<file path="src/hdl/lhu_pkg.sv">
`timescale 1ns / 1ps
`default_nettype none

package lhu_pkg;

  localparam int unsigned BUCKETS = 64;
  localparam int unsigned IDX_W   = (BUCKETS > 1) ? $clog2(BUCKETS) : 1;
  // Walk counter must also hold BUCKETS itself.
  localparam int unsigned CNT_W   = $clog2(BUCKETS + 1);
  localparam int unsigned FRAC_W  = 17;
  localparam logic [FRAC_W-1:0] Q16_ONE = FRAC_W'(65536);

  typedef enum logic [1:0] {
    CMD_RECORD = 2'd0,
    CMD_QUERY  = 2'd1,
    CMD_CLEAR  = 2'd2
  } cmd_e;

  typedef enum logic [1:0] {
    ST_IDLE,
    ST_REC,
    ST_WALK
  } state_e;

  typedef struct packed {
    logic [1:0]        command;
    logic [63:0]       sample;
    logic [FRAC_W-1:0] pct_fraction;
  } in_t;

  typedef struct packed {
    logic [63:0] percentile_value;
    logic [63:0] total_count;
    logic [63:0] total_sum;
    logic [63:0] min_seen;
    logic [63:0] max_seen;
  } res_t;

  typedef struct packed {
    logic             clear;
    logic             rd_en;
    logic [IDX_W-1:0] rd_addr;
    logic             wr_en;
    logic [IDX_W-1:0] wr_addr;
    logic [63:0]      wr_data;
  } mem_req_t;

  // Index of the highest set bit, zero for zero, clamped to the last bucket.
  function automatic logic [IDX_W-1:0] bucket_of(logic [63:0] v);
    int unsigned msb;
    msb = 0;
    for (int unsigned b = 0; b < 64; b++) begin
      if (v[b]) begin
        msb = b;
      end
    end
    if (msb > BUCKETS - 1) begin
      msb = BUCKETS - 1;
    end
    return IDX_W'(msb);
  endfunction

  function automatic logic [63:0] midpoint(logic [IDX_W-1:0] i);
    logic [63:0] r;
    if (i == '0) begin
      r = 64'd1;
    end else begin
      r = (64'd1 << i) + (64'd1 << (i - IDX_W'(1)));
    end
    return r;
  endfunction

endpackage

`default_nettype wire

</file>
<file path="src/hdl/lhu_bucket_mem.sv">
`timescale 1ns / 1ps
`default_nettype none

module lhu_bucket_mem (
  input  wire logic              clk_i,
  input  wire logic              rst_ni,
  input  wire lhu_pkg::mem_req_t req_i,
  output logic [63:0]            rd_word_o
);

  logic [63:0]                mem_q [lhu_pkg::BUCKETS];
  logic [lhu_pkg::BUCKETS-1:0] valid_q;
  logic [63:0]                rd_data_q;
  logic                       rd_vld_q;

  always_ff @(posedge clk_i) begin
    if (req_i.wr_en) begin
      mem_q[req_i.wr_addr] <= req_i.wr_data;
    end
    if (req_i.rd_en) begin
      rd_data_q <= mem_q[req_i.rd_addr];
    end
  end

  // Valid bits stand in for clearing the array: an entry never written since
  // the last clear reads as zero.
  always_ff @(posedge clk_i or negedge rst_ni) begin
    if (!rst_ni) begin
      valid_q  <= '0;
      rd_vld_q <= 1'b0;
    end else begin
      if (req_i.rd_en) begin
        rd_vld_q <= valid_q[req_i.rd_addr];
      end
      if (req_i.clear) begin
        valid_q <= '0;
      end else if (req_i.wr_en) begin
        valid_q[req_i.wr_addr] <= 1'b1;
      end
    end
  end

  assign rd_word_o = rd_vld_q ? rd_data_q : 64'd0;

endmodule

`default_nettype wire
</file>
<file path="config.mk">
export PLATFORM = sky130hd
export DESIGN_NAME = lhu_bucket_mem
export DESIGN_NICKNAME = d
export VERILOG_FILES = /design/src/hdl/lhu_pkg.sv /design/src/hdl/lhu_bucket_mem.sv
export SDC_FILE = /design/constraint.sdc
export NUM_CORES = 2
export LEC_CHECK = 0
export BUFFER_PORTS_ARGS = -buffer_cell sky130_fd_sc_hd__buf_2
export CORE_MARGIN = 5
export CORE_UTILIZATION = 40
export CTS_CLUSTER_DIAMETER = 60
export DETAILED_ROUTE_END_ITERATION = 8
export PLACE_DENSITY = 0.58
export SLEW_MARGIN = 0
export SYNTH_ARGS = -nofsm -noshare
export SYNTH_HDL_FRONTEND = slang
export SYNTH_SLANG_ARGS = --single-unit
</file>
<file path="constraint.sdc">
create_clock -name clk_i -period 3.8 [get_ports clk_i]
set_clock_uncertainty 0.2 [all_clocks]
set_input_delay 0.95 -clock clk_i [delete_from_list [all_inputs] [get_ports clk_i]]
set_output_delay 0.95 -clock clk_i [all_outputs]
set_load 0.01 [all_outputs]
</file>
==> impl_metrics.json <==
{
  "status": "completed",
  "wl_per_cell_um": 36.3,
  "nFillCells": 32300,
  "numPortBuffers": 144,
  "ant_nets": 0,
  "layout-drive-gt1-share_pct": 34.7,
  "cts-root-buf": "clkbuf_16",
  "path_class": "flip-flop to output port",
  "cts_max_path_buffers": 4,
  "cp_top_family": "buffers and inverters",
  "hp-class": "input port to flip-flop",
  "grt_pass1_wl_um": 640000,
  "final_area_mm2": 0.187,
  "synth_nets": 6463,
  "max_slew_margin_pct": 24.8,
  "numCtsBuffers": 428,
  "tightest_slew_ps": 1130,
  "dp_hpwl_um": 257000,
  "rsz0062_at_grt": "false",
  "setup-tns-final_ps": 0,
  "synth_warnings": 0,
  "gr-usage-all-layers_pct": 22.1,
  "crit_arrival_ps": 2360,
  "wirelength_um": 463000,
  "vias": 76700,
  "io_pins": 145,
  "syn_area_mm2": 0.160,
  "drc": 0,
  "crit_required_ps": 2650,
  "antenna_found_initial": 40,
  "worst-path-max-fanout": 18,
  "clk_pin_slew_ps": 60,
  "hold_violations": 0,
  "final_cells": 12800,
  "busiest_layer": "met2",
  "die_h_um": 642,
  "finish.utilization_pct": 46.9,
  "power.total_mw": 97.3,
  "cp_cell_sequence": "buf_4 > and2_1 > buf_2",
  "ys_seq_elements": 4225,
  "max_stage_delay_ps": 450,
  "placed_area_mm2": 0.173,
  "endpoint_kind": "output port",
  "ys_types": 30,
  "ir_drop_uv": 423,
  "grt.met1_usage_pct": 30.4,
  "worstSetupStartpointType": "flip-flop",
  "setup_viol": 0,
  "grt_max_degree": 91,
  "cts_tree": "built",
  "cp_slowest_cell": "dfrtp_4",
  "setup_slack_ps": 293,
  "slew_violations": 0,
  "syn_inst": 6382,
  "cts.sinks": 4225,
  "post_cts_resized": 0,
  "fp.dieW_um": 642,
  "p_leak_nw": 58.5,
  "pre_cts_ws_ps": -219,
  "clock.fmax_mhz": 285,
  "min_period_ps": 3510,
  "syn_area_per_cell_um2": 25.1,
  "htree_levels": 5,
  "gp_congestion": 0.767,
  "dr.pass1.iters": 5,
  "area.growth.synth_to_final_pct": 17.0,
  "path_buf_inv": 2,
  "power_density_mw_per_mm2": 520,
  "cap_violations": 0,
  "met3_usage_pct": 3.81,
  "use_met2_pct": 36.8,
  "nets": 7214,
  "dp_cells": 12000,
  "grt_pass1_vias": 77500,
  "global_route.overflow_total": 0,
  "whs_ps": 248,
  "synth.yosys.seq_area_share_pct": 79.1,
  "start_util_pct": 40.1,
  "die-area_mm2": 0.412,
  "clock_latency_ps": 950,
  "first_iter_violations": 9687,
  "fp-row-count": 232,
  "period_share_pct": 92.3,
  "core-area_mm2": 0.399,
  "via_per_inst": 6.00
}
[logic make-up after synthesis]
kind of cell    Yosys count  synth area share, %
mux                    1309                 18.3
compound gates          144                0.672
buf+inv                 344                0.913
simple gates            360                0.990
flops                  4225                 79.1
[path summary, 6_finish.rpt]
path | startpoint | end | slack (ps) | cells past startpoint
min in group asynchronous | rst_ni | valid_q[26] | 290 | 2
worst min register to register | valid_q[13] | valid_q[13] | 300 | 2
worst min-delay path | req_i[74] | rd_vld_q | 250 | 2
max in group asynchronous | rst_ni | valid_q[23] | 2320 | 3
worst max-delay path | rd_vld_q | rd_word_o[32] | 290 | 3
worst max register to register | mem_q[34][35] | rd_data_q[35] | 1290 | 4
[per-layer routing]
layer | vias up | wire length [um]
li1 | 29300 | -
met1 | 42800 | 181000
met2 | 3828 | 230000
met3 | 777 | 38400
met4 | 12 | 13800
met5 | - | 83
[synth_stat cells]
cell type	instances	area, um2
a211oi_1	1	7.51
a21oi_1	4	20.0
a22oi_1	132	991
a311oi_1	2	17.5
a31oi_1	3	18.8
a41o_1	1	10.0
and2_1	66	413
buf_1	20	75.1
buf_2	111	556
buf_4	2	15.0
buf_6	3	33.8
clkbuf_1	206	773
dfrtp_1	65	1630
edfxtp_1	4160	125000
inv_1	2	7.51
mux2i_1	20	200
mux4_2	1289	29000
nand2_1	74	278
nand2b_1	3	18.8
nand3_1	11	55.1
nand3b_1	2	15.0
nand4_1	1	6.26
nor2_1	188	706
nor2b_1	7	43.8
nor3_1	4	20.0
nor4_1	1	6.26
o21ba_2	1	10.0
or2_2	1	6.26
or3_1	1	6.26
or3b_2	1	8.76
[registers in the layout, summed over array words and instances (netlist names)]
register   cells
mem_q       4096
rd_data_q     64
valid_q       64
rd_vld_q       1
[report_power, final]
group | internal, mW | switching (mW) | leakage, nW
clock | 23.2 | 17.7 | 6.59
combinational | 2.03 | 2.64 | 13.5
sequential | 51.6 | 0.156 | 38.4
[repair_timing]
action / in CTS / in global routing
buffers inserted: 2 / 0
hold buffers: 1 / 0
setup endpoints to repair: 22 / 0
hold endpoints to repair: 16 / 0
[cell usage in the layout (no fill, tap or decap), types with 2 or more instances in the layout]
master	synthesis	final
a21oi_1	4	4
inv_1	2	2
nand2b_1	3	3
clkbuf_1	206	102
a31oi_1	3	3
nand3_1	11	10
nand2_1	74	74
clkbuf_16	0	436
buf_4	2	258
clkinv_1	0	114
nand3b_1	2	2
nor2_1	188	128
a311oi_1	2	2
nor3_4	0	4
inv_8	0	4
and2_1	66	65
nor2_4	0	60
clkinvlp_4	0	12
edfxtp_1	4160	4160
clkbuf_8	0	3
nor2b_4	0	2
buf_8	0	3
inv_6	0	13
mux4_2	1289	1289
buf_12	0	261
clkinv_8	0	5
clkinv_2	0	65
inv_16	0	5
nor2b_1	7	5
clkinv_16	0	3
dfrtp_1	65	64
diode_2	0	12
bufinv_16	0	30
mux2i_1	20	20
buf_2	111	139
clkinv_4	0	4
a22oi_1	132	132
[layout make-up]
| cell class | count | area, um2 | share of cell area [%] |
|---|---|---|---|
| sequential | 4225 | 127000 | 67.6 |
| multi-input combinational | 1813 | 32400 | 17.3 |
| clock buffer | 541 | 11300 | 6.06 |
| timing repair buffer | 663 | 7920 | 4.24 |
| tap | 5265 | 6590 | 3.52 |
| clock inverter | 255 | 2210 | 1.18 |
| antenna | 12 | 30.0 | 0.0161 |
| inverter | 2 | 7.51 | 0.00401 |
Power figures use the tool's default switching activity.
